<file path="config.mk">
export PLATFORM = sky130hd
export DESIGN_NAME = ll1_expression_parser
export DESIGN_NICKNAME = d
export VERILOG_FILES = /design/src/rtl/core/ll1p_pkg.sv /design/src/rtl/core/ll1p_front.sv /design/src/rtl/core/ll1p_engine.sv /design/src/rtl/core/ll1_expression_parser.sv
export SDC_FILE = /design/constraint.sdc
export NUM_CORES = 1
export LEC_CHECK = 0
export ABC_AREA = 1
export BUFFER_PORTS_ARGS = -buffer_cell sky130_fd_sc_hd__buf_2
export CORE_AREA = 4 4 154 156
export CTS_CLUSTER_DIAMETER = 150
export DETAILED_ROUTE_END_ITERATION = 10
export DIE_AREA = 0 0 158 160
export HOLD_SLACK_MARGIN = 0.06
export PLACE_DENSITY = 0.76
export SLEW_MARGIN = 10
export SYNTH_ARGS = -nofsm -noshare
export SYNTH_HDL_FRONTEND = slang
export SYNTH_SLANG_ARGS = --single-unit
</file>
<file path="constraint.sdc">
create_clock -name clk -period 14.4 [get_ports clk]
set_input_delay 0.72 -clock clk [delete_from_list [all_inputs] [get_ports clk]]
set_output_delay 0.72 -clock clk [all_outputs]
set_load 0.05 [all_outputs]
</file>
<file path="src/rtl/core/ll1p_pkg.sv">
// Shared types, constants and grammar tables for the LL(1) expression parser.
// Holds the symbol, column and production codes and the prediction table.
// No dependencies.
package ll1p_pkg;

  // Stack geometry; entry 0 always holds the end marker
  localparam int STACK_DEPTH = 32;
  localparam int SP_W        = $clog2(STACK_DEPTH);
  localparam int DEPTH_W     = 6;

  // Token queue between front and engine
  localparam int QUEUE_DEPTH = 2;
  localparam int QPTR_W      = $clog2(QUEUE_DEPTH);
  localparam int QCNT_W      = $clog2(QUEUE_DEPTH + 1);

  // Character bytes
  localparam logic [7:0] CH_A    = 8'h61;  // a
  localparam logic [7:0] CH_PLUS = 8'h2B;  // +
  localparam logic [7:0] CH_STAR = 8'h2A;  // *
  localparam logic [7:0] CH_LP   = 8'h28;  // (
  localparam logic [7:0] CH_RP   = 8'h29;  // )
  localparam logic [7:0] CH_END  = 8'h24;  // $

  typedef enum logic [3:0] {
    SY_END  = 4'd0,
    SY_E    = 4'd1,
    SY_A    = 4'd2,
    SY_T    = 4'd3,
    SY_B    = 4'd4,
    SY_F    = 4'd5,
    SY_TA   = 4'd6,   // terminal 'a'
    SY_PLUS = 4'd7,
    SY_STAR = 4'd8,
    SY_LP   = 4'd9,
    SY_RP   = 4'd10,
    SY_NONE = 4'd15
  } sym_t;

  typedef enum logic [2:0] {
    COL_A    = 3'd0,
    COL_PLUS = 3'd1,
    COL_STAR = 3'd2,
    COL_LP   = 3'd3,
    COL_RP   = 3'd4,
    COL_END  = 3'd5,
    COL_BAD  = 3'd6
  } col_t;

  typedef enum logic [1:0] {
    V_CONSUMED = 2'd0,
    V_ACCEPT   = 2'd1,
    V_REJECT   = 2'd2,
    V_IGNORED  = 2'd3
  } verdict_t;

  typedef enum logic [2:0] {
    P_ERR   = 3'd0,
    P_TA    = 3'd1,
    P_PTA   = 3'd2,
    P_FB    = 3'd3,
    P_SFB   = 3'd4,
    P_PAREN = 3'd5,
    P_EPS   = 3'd6,
    P_TOK   = 3'd7
  } prod_id_t;

  // Production body, symbols in push order (rightmost first)
  typedef struct packed {
    logic       err;
    logic [1:0] len;
    sym_t       s0;
    sym_t       s1;
    sym_t       s2;
  } prod_t;

  // Classified token travelling from front to engine
  typedef struct packed {
    logic valid;
    col_t col;
  } tok_t;

  // Engine status seen by the top level
  typedef struct packed {
    logic busy;
    logic in_error;
  } eng_stat_t;

  typedef enum logic {
    ST_IDLE,
    ST_RUN
  } eng_state_t;

  function automatic col_t classify(input logic [7:0] ch);
    col_t c;
    unique case (ch)
      CH_A:    c = COL_A;
      CH_PLUS: c = COL_PLUS;
      CH_STAR: c = COL_STAR;
      CH_LP:   c = COL_LP;
      CH_RP:   c = COL_RP;
      CH_END:  c = COL_END;
      default: c = COL_BAD;
    endcase
    return c;
  endfunction

  // Terminal symbol that a column must match
  function automatic sym_t term_of(input col_t col);
    sym_t s;
    unique case (col)
      COL_A:    s = SY_TA;
      COL_PLUS: s = SY_PLUS;
      COL_STAR: s = SY_STAR;
      COL_LP:   s = SY_LP;
      COL_RP:   s = SY_RP;
      COL_END:  s = SY_END;
      default:  s = SY_NONE;
    endcase
    return s;
  endfunction

  // Prediction table: rows E A T B F, columns a + * ( ) $
  function automatic prod_id_t predict(input sym_t nt, input col_t col);
    prod_id_t p;
    p = P_ERR;
    unique case (nt)
      SY_E: if (col == COL_A || col == COL_LP) p = P_TA;
      SY_A: begin
        if (col == COL_PLUS) p = P_PTA;
        else if (col == COL_RP || col == COL_END) p = P_EPS;
      end
      SY_T: if (col == COL_A || col == COL_LP) p = P_FB;
      SY_B: begin
        if (col == COL_STAR) p = P_SFB;
        else if (col == COL_PLUS || col == COL_RP || col == COL_END) p = P_EPS;
      end
      SY_F: begin
        if (col == COL_A) p = P_TOK;
        else if (col == COL_LP) p = P_PAREN;
      end
      default: p = P_ERR;
    endcase
    return p;
  endfunction

  function automatic prod_t prod_of(input prod_id_t id);
    prod_t p;
    unique case (id)
      P_TA:    p = '{err: 1'b0, len: 2'd2, s0: SY_A,  s1: SY_T, s2: SY_END};
      P_PTA:   p = '{err: 1'b0, len: 2'd3, s0: SY_A,  s1: SY_T, s2: SY_PLUS};
      P_FB:    p = '{err: 1'b0, len: 2'd2, s0: SY_B,  s1: SY_F, s2: SY_END};
      P_SFB:   p = '{err: 1'b0, len: 2'd3, s0: SY_B,  s1: SY_F, s2: SY_STAR};
      P_PAREN: p = '{err: 1'b0, len: 2'd3, s0: SY_RP, s1: SY_E, s2: SY_LP};
      P_EPS:   p = '{err: 1'b0, len: 2'd0, s0: SY_END, s1: SY_END, s2: SY_END};
      P_TOK:   p = '{err: 1'b0, len: 2'd1, s0: SY_TA, s1: SY_END, s2: SY_END};
      default: p = '{err: 1'b1, len: 2'd0, s0: SY_END, s1: SY_END, s2: SY_END};
    endcase
    return p;
  endfunction

endpackage

</file>
<file path="src/rtl/core/ll1p_front.sv">
// Front end: accepts input characters, classifies them into token columns
// and holds them in a short queue for the engine. Depends on ll1p_pkg.
module ll1p_front
  import ll1p_pkg::*;
(
  input  logic       clk,
  input  logic       rst_n,
  input  logic       in_valid,
  output logic       in_stall,
  input  logic [7:0] in_symbol,
  output tok_t       tok,
  input  logic       tok_pop
);

  col_t              q_r [QUEUE_DEPTH];
  logic [QPTR_W-1:0] wr_ptr_r, wr_ptr_nxt;
  logic [QPTR_W-1:0] rd_ptr_r, rd_ptr_nxt;
  logic [QCNT_W-1:0] count_r, count_nxt;
  logic              push;
  logic              pop;

  // Stall while the queue is full
  assign in_stall = (count_r == QCNT_W'(QUEUE_DEPTH));
  assign push     = in_valid && !in_stall;
  assign pop      = tok_pop && (count_r != '0);

  assign tok.valid = (count_r != '0);
  assign tok.col   = q_r[rd_ptr_r];

  // Advance pointers and fill count
  always_comb begin
    wr_ptr_nxt = wr_ptr_r;
    rd_ptr_nxt = rd_ptr_r;
    count_nxt  = count_r;
    if (push) begin
      wr_ptr_nxt = (wr_ptr_r == QPTR_W'(QUEUE_DEPTH - 1)) ? '0 : wr_ptr_r + 1'b1;
    end
    if (pop) begin
      rd_ptr_nxt = (rd_ptr_r == QPTR_W'(QUEUE_DEPTH - 1)) ? '0 : rd_ptr_r + 1'b1;
    end
    if (push && !pop) begin
      count_nxt = count_r + 1'b1;
    end else if (pop && !push) begin
      count_nxt = count_r - 1'b1;
    end
  end

  always_ff @(posedge clk) begin
    if (!rst_n) begin
      wr_ptr_r <= '0;
      rd_ptr_r <= '0;
      count_r  <= '0;
    end else begin
      wr_ptr_r <= wr_ptr_nxt;
      rd_ptr_r <= rd_ptr_nxt;
      count_r  <= count_nxt;
    end
  end

  // Store classified transaction
  always_ff @(posedge clk) begin
    if (push) begin
      q_r[wr_ptr_r] <= classify(in_symbol);
    end
  end

endmodule

</file>
<file path="src/rtl/core/ll1p_engine.sv">
// Back end: runs the predictive parse one expand or match step per cycle, unless a
// stalled result holds it, on the symbol stack and registers the result. Depends on ll1p_pkg.
module ll1p_engine
  import ll1p_pkg::*;
(
  input  logic               clk,
  input  logic               rst_n,
  input  tok_t               tok,
  output logic               tok_pop,
  output eng_stat_t          stat,
  output logic               out_valid,
  input  logic               out_stall,
  output logic [1:0]         out_verdict,
  output logic [DEPTH_W-1:0] out_depth
);

  eng_state_t         state_r, state_nxt;
  sym_t               stack_r [STACK_DEPTH];
  sym_t               stack_nxt [STACK_DEPTH];
  logic [SP_W-1:0]    sp_r, sp_nxt;
  logic               err_r, err_nxt;
  col_t               col_r, col_nxt;
  logic               out_valid_r, out_valid_nxt;
  verdict_t           verdict_r, verdict_nxt;
  logic [DEPTH_W-1:0] depth_r, depth_nxt;

  sym_t               top;
  sym_t               want;
  prod_t              pr;
  logic [SP_W:0]      new_top;
  logic               out_free;
  logic               finish;
  verdict_t           verdict;

  assign top      = stack_r[sp_r];
  assign want     = term_of(col_r);
  assign pr       = prod_of(predict(top, col_r));
  assign new_top  = {1'b0, sp_r} + (SP_W + 1)'(pr.len) - (SP_W + 1)'(1);
  assign out_free = !out_valid_r || !out_stall;

  assign stat.busy     = (state_r == ST_RUN);
  assign stat.in_error = err_r;

  assign out_valid   = out_valid_r;
  assign out_verdict = verdict_r;
  assign out_depth   = depth_r;

  // Sequence one parse step per cycle unless a stalled result holds it
  always_comb begin
    state_nxt     = state_r;
    stack_nxt     = stack_r;
    sp_nxt        = sp_r;
    err_nxt       = err_r;
    col_nxt       = col_r;
    out_valid_nxt = out_valid_r && out_stall;
    verdict_nxt   = verdict_r;
    depth_nxt     = depth_r;
    tok_pop       = 1'b0;
    finish        = 1'b0;
    verdict       = V_CONSUMED;

    unique case (state_r)
      ST_IDLE: begin
        if (tok.valid) begin
          tok_pop   = 1'b1;
          col_nxt   = tok.col;
          state_nxt = ST_RUN;
        end
      end
      ST_RUN: begin
        priority if (err_r) begin
          finish  = 1'b1;
          verdict = V_IGNORED;
        end else if (col_r == COL_BAD) begin
          finish  = 1'b1;
          verdict = V_REJECT;
        end else if (top == SY_END) begin
          finish  = 1'b1;
          verdict = (want == SY_END) ? V_ACCEPT : V_REJECT;
        end else if (top >= SY_TA) begin
          // Match terminal on top
          finish  = 1'b1;
          verdict = (top == want) ? V_CONSUMED : V_REJECT;
        end else if (pr.err || new_top >= (SP_W + 1)'(STACK_DEPTH)) begin
          finish  = 1'b1;
          verdict = V_REJECT;
        end else begin
          // Expand nonterminal in place
          if (pr.len > 2'd0) stack_nxt[sp_r] = pr.s0;
          if (pr.len > 2'd1) stack_nxt[sp_r + SP_W'(1)] = pr.s1;
          if (pr.len > 2'd2) stack_nxt[sp_r + SP_W'(2)] = pr.s2;
          sp_nxt = new_top[SP_W-1:0];
        end

        if (finish) begin
          if (out_free) begin
            if (verdict == V_CONSUMED) begin
              sp_nxt = sp_r - 1'b1;
            end
            // Restart stack on end marker, flag errors otherwise
            if (col_r == COL_END) begin
              sp_nxt                = SP_W'(1);
              stack_nxt[SP_W'(1)]   = SY_E;
              err_nxt               = 1'b0;
            end else if (verdict == V_REJECT) begin
              err_nxt = 1'b1;
            end
            out_valid_nxt = 1'b1;
            verdict_nxt   = verdict;
            depth_nxt     = DEPTH_W'({1'b0, sp_nxt} + (SP_W + 1)'(1));
            if (tok.valid) begin
              tok_pop = 1'b1;
              col_nxt = tok.col;
            end else begin
              state_nxt = ST_IDLE;
            end
          end else begin
            // Hold until the output register frees up
            stack_nxt     = stack_r;
            sp_nxt        = sp_r;
            out_valid_nxt = out_valid_r;
          end
        end
      end
      default: state_nxt = ST_IDLE;
    endcase
  end

  always_ff @(posedge clk) begin
    if (!rst_n) begin
      state_r     <= ST_IDLE;
      sp_r        <= SP_W'(1);
      err_r       <= 1'b0;
      out_valid_r <= 1'b0;
      for (int i = 0; i < STACK_DEPTH; i++) begin
        stack_r[i] <= (i == 1) ? SY_E : SY_END;
      end
    end else begin
      state_r     <= state_nxt;
      sp_r        <= sp_nxt;
      err_r       <= err_nxt;
      out_valid_r <= out_valid_nxt;
      stack_r     <= stack_nxt;
    end
  end

  // Payload registers
  always_ff @(posedge clk) begin
    col_r     <= col_nxt;
    verdict_r <= verdict_nxt;
    depth_r   <= depth_nxt;
  end

endmodule

</file>
<file path="src/rtl/core/ll1_expression_parser.sv">
// Top level of the LL(1) expression parser: front end with token queue and
// parse engine with output register. Depends on ll1p_pkg, ll1p_front, ll1p_engine.
//
//   channel  direction  ports                          transaction
//   input    in         in_valid in_stall in_symbol     one character byte
//   result   out        out_valid out_stall out_verdict one verdict per character
//                       out_depth
//
// An item takes one parse step per nonterminal expansion or empty pop plus
// one for the final match or verdict, so 'a' at the start of a sentence takes
// four steps, while ')' and '$' take more as they unwind A and B. A single
// engine steps the symbol stack. A token already waiting in the queue is
// taken in the cycle of the previous verdict; an idle engine first takes a
// token over from the queue in its idle state before it steps.
// Reset is synchronous and restores the stack to end marker and E. A stalled
// result holds the engine at its final step; the front keeps taking
// characters until its queue fills.
module ll1_expression_parser
  import ll1p_pkg::*;
(
  input  logic               clk,
  input  logic               rst_n,
  input  logic               in_valid,
  output logic               in_stall,
  input  logic [7:0]         in_symbol,
  output logic               out_valid,
  input  logic               out_stall,
  output logic [1:0]         out_verdict,
  output logic [DEPTH_W-1:0] out_depth
);

  tok_t      tok;
  logic      tok_pop;
  eng_stat_t stat;

  ll1p_front u_front (
    .clk       (clk),
    .rst_n     (rst_n),
    .in_valid  (in_valid),
    .in_stall  (in_stall),
    .in_symbol (in_symbol),
    .tok       (tok),
    .tok_pop   (tok_pop)
  );

  ll1p_engine u_engine (
    .clk         (clk),
    .rst_n       (rst_n),
    .tok         (tok),
    .tok_pop     (tok_pop),
    .stat        (stat),
    .out_valid   (out_valid),
    .out_stall   (out_stall),
    .out_verdict (out_verdict),
    .out_depth   (out_depth)
  );

  // A new result only comes out of a running engine
  a_result_from_run: assert property (@(posedge clk) disable iff (!rst_n)
    $rose(out_valid) |-> $past(stat.busy))
    else $error("result appeared without a running parse");

  // An accepted sentence leaves a fresh stack of end marker and E
  a_accept_depth: assert property (@(posedge clk) disable iff (!rst_n)
    (out_valid && out_verdict == V_ACCEPT) |-> (out_depth == DEPTH_W'(2)))
    else $error("accept reported with wrong stack depth");

  // Accept never coexists with the error flag
  a_accept_clean: assert property (@(posedge clk) disable iff (!rst_n)
    (out_valid && out_verdict == V_ACCEPT) |-> !stat.in_error)
    else $error("accept reported while in error");

  // Stack never reports empty
  a_depth_nonzero: assert property (@(posedge clk) disable iff (!rst_n)
    out_valid |-> (out_depth != '0))
    else $error("stack depth reported as zero");

  // Reset drops any pending result
  a_reset_clears: assert property (@(posedge clk)
    !rst_n |=> !out_valid)
    else $error("result valid after reset");

endmodule
</file>
==> results.tsv <==
stage	metric	value	unit
status	status	completed	
yosys	synth_top_area_cell	dfxtp_1	
sta	drv_slew	0	
yosys	synthDistinctLibCells	44	
sta	rsz0062_at_grt	no	
place	gp_congestion	1.03	
yosys	async_flop_share	0	
worst_hold_path	min-delay-start	u_engine.stack_r[52]$_SDFFE_PN0P_	
route	route.met3.wl	5470	um
critical_path	crit_path_end_kind	register	
critical_path	crit_arrival	8.90	ns
critical_path	cpMostUsedCell	nand2_1	
sta	worst_slew_pin_slew	1.21	ns
critical_path	reg2reg_from	u_engine.sp_r[0]$_SDFFE_PN1P_	
place	dp.cells	2269	
critical_path	crit_required	14.71	ns
route	dr.pass1.iters	10	
global_route	grt_pass1_vias	13000	
yosys	syn-instance-count	2050	
sta	fin_crit_sh	0.597	
yosys	ys_seq_area_frac	0.275	
sta	layout_min_cycle_time	8.59	ns
yosys	synth_seq_cells	158	
route	ant_nets	0	
sta	skew	0.0123	ns
critical_path	cp_max_fo	89	
global_route	antenna_found_initial	0	
yosys	netlist_area	0.0121	mm^2
route	wl_met2	18500	um
critical_path	cp-start-kind	register	
clock_network	cts_hold_buf	0	
route	drc	0	
critical_path	cp-endpoint	u_engine.stack_r[102]$_SDFFE_PN0P_	
floorplanning	floorplan.initialDensity	0.542	
yosys	synth_edf_count	17	
worst_hold_path	hp-class	reg -> reg	
route	wl_per_cell	18.9	um
global_route	overflow	0	
critical_path	r2r_cells	35	
route	vias	14100	
route	drt_iter0_drc	1865	
floorplanning	dieArea	0.0253	mm^2
floorplanning	core_area	0.0224	mm^2
yosys	yosysWarnings	0	
floorplanning	die_h	160	um
place	portBuffers	21	
route	wl	43500	um
route	highest_layer	met4	
global_route	grt_pass1_wl	68400	um
yosys	ys.flop_type	dfxtp_1	
power	power_density	235	mW/mm^2
clock_network	cts_setup_buffers	0	
clock_network	cts_buffer_depth	2	
power	peakVddDrop	0.000195	V
critical_path	crit_type	reg -> reg	
floorplanning	ios	22	
yosys	synth_top_area_share	0.233	
sta	hold_viol	0	
sta	slew_headroom	0.195	
yosys	ys_top_cells_by_area	dfxtp_1 23%, nand2_1 18%, nand3_1 11%, a21oi_1 7.8%, inv_1 5.9%	
critical_path	startpoint	u_engine.sp_r[0]$_SDFFE_PN1P_	
layout	layout_commonest_cell	nand2_1	
critical_path	worst_r2r_endpoint	u_engine.stack_r[102]$_SDFFE_PN0P_	
run	cap_violations	0	
floorplanning	fp.dieW	158	um
global_route	grt_max_degree	90	
clock_network	cts_root_buffer	clkbuf_16	
clock_network	htree_levels	4	
critical_path	reg2reg_slack	5.81	ns
layout	antenna-diode-count	0	
critical_path	cp_slowest_cell	buf_4	
layout	final_cell_mix	570 x nand2_1, 267 x nand3_1, 192 x inv_1	
sta	fin_tns_setup	0	ns
place	place_hpwl	27900	um
clock_network	cts_tree	yes	
power	leakagePower	5.81	nW
global_route	grt_util_all_layers	0.338	
clock_network	cts-resized-gates	0	
floorplanning	num_rows	55	
layout	nets	2035	
yosys	syn-mean-instance-area	5.91	um^2
yosys	syn_nets	2082	
route	routedLengthMet1	17200	um
clock_network	clk_latency	0.44	ns
layout	drive_gt1_frac	0.0749	
route	via_per_inst	6.15	
critical_path	cpPeakStageDelay	0.83	ns
clock_network	clkTransAtPathRegs	0.07	ns
layout	fin_cells	2301	
sta	setup_violations	0	
sta	clock.fmax	0.116	GHz
clock_network	cts.sinks	158	
clock_network	cts_buffers	17	
layout	syn2layout_area_growth	5.56	%
-- sequential cells by signal, summed over array words and instances (netlist names), named ones only --
signal and count:
u_engine.err_r 1, u_front.q_r 6, u_engine.out_valid 1, u_front.wr_ptr_r 1, u_engine.col_r 3, u_engine.out_depth 6
u_engine.stack_r 128, u_engine.sp_r 5, u_front.count_r 2, u_front.rd_ptr_r 1, u_engine.out_verdict 2, u_engine.state_r 1
-- critical path, delay by kind of cell, from the launching register on --
kind	cells	cell delay, ns
AO/OA/AOI/OAI	3	0.59
XOR/XNOR	1	0.10
adder cells (fa/ha/maj)	3	0.85
buffers and inverters	9	2.90
flip-flops	1	0.31
AND/OR/NAND/NOR	19	3.47
-- worst min path at each step --
stage | cells after the start | slack (ns) | endpoint
2_1_floorplan | 2 | 0.45 | u_engine.stack_r[108]$_SDFFE_PN0P_
4_1_cts | 2 | 0.48 | u_engine.stack_r[76]$_SDFFE_PN0P_
6_report | 2 | 0.48 | u_engine.stack_r[52]$_SDFFE_PN0P_
3_3_place_gp | 2 | 0.46 | u_engine.stack_r[8]$_SDFFE_PN0P_
5_1_grt | 2 | 0.50 | u_engine.stack_r[76]$_SDFFE_PN0P_
3_5_place_dp | 2 | 0.47 | u_engine.stack_r[76]$_SDFFE_PN0P_
-- metrics by stage --
step	setup slack, ns	instance area, um^2	power, mW	hold WS, ns	util
after detailed placement	6.19	12200	2.44	0.469	0.546
final	5.81	12800	3.00	0.483	0.572
after CTS	6.15	12800	2.92	0.479	0.572
after global placement	6.37	12200	2.42	0.465	0.546
after floorplan	9.39	12100	1.95	0.453	-
after global routing	5.36	12800	3.15	0.497	0.572
-- layer usage --
metal  global-route usage  up-vias
met5                    0        -
met4                0.164        0
met3               0.0810      206
met2                0.509      954
met1                0.451     6369
li1                     -     6617
-- cell families (layout without fill, tap and decap cells) --
| family | Yosys count | count (layout) | synth area share |
|---|---|---|---|
| simple gates | 1054 | 1054 | 0.372 |
| buf+inv | 349 | 315 | 0.118 |
| xor+xnor | 14 | 14 | 0.0101 |
| fa+ha+maj | 20 | 20 | 0.0213 |
| mux | 3 | 3 | 0.00279 |
| compound gates | 452 | 452 | 0.201 |
| flops | 158 | 158 | 0.275 |
-- Yosys cell counts, types with 3 or more instances --
cell      count
buf_4         8
a31oi_1      15
ha_1         19
buf_2        39
inv_2        39
edfxtp_1     17
clkbuf_1     43
nor4_1        3
inv_1       192
nor2_2        7
o31ai_1       9
dfxtp_1     141
nor3_1        6
o21a_1        9
nand2_2      11
xor2_1       10
nand3_1     267
nor2_1      162
buf_1         7
a21boi_0      8
o21ai_1     123
clkinv_1     14
nand3_2       8
xnor2_1       4
nor2_4        3
a21oi_1     189
mux2_2        3
nand2_1     571
o211ai_1     31
o21ai_0      65
nand4_1       7
buf_6         6
-- power breakdown --
group	internal (mW)	switching (mW)
Combinational	0.457	1.46
Clock	0.259	0.209
Sequential	0.541	0.0737
Total	1.26	1.74
-- final cells by class --
class | count | area [um^2]
sequential | 158 | 3330
multi-input combinational | 1543 | 7360
fill | 2175 | 9580
clock inverter | 15 | 160
inverter | 246 | 925
clock buffer | 17 | 425
tap | 285 | 357
timing repair buffer | 37 | 225
(Power assumes the default switching activity.)
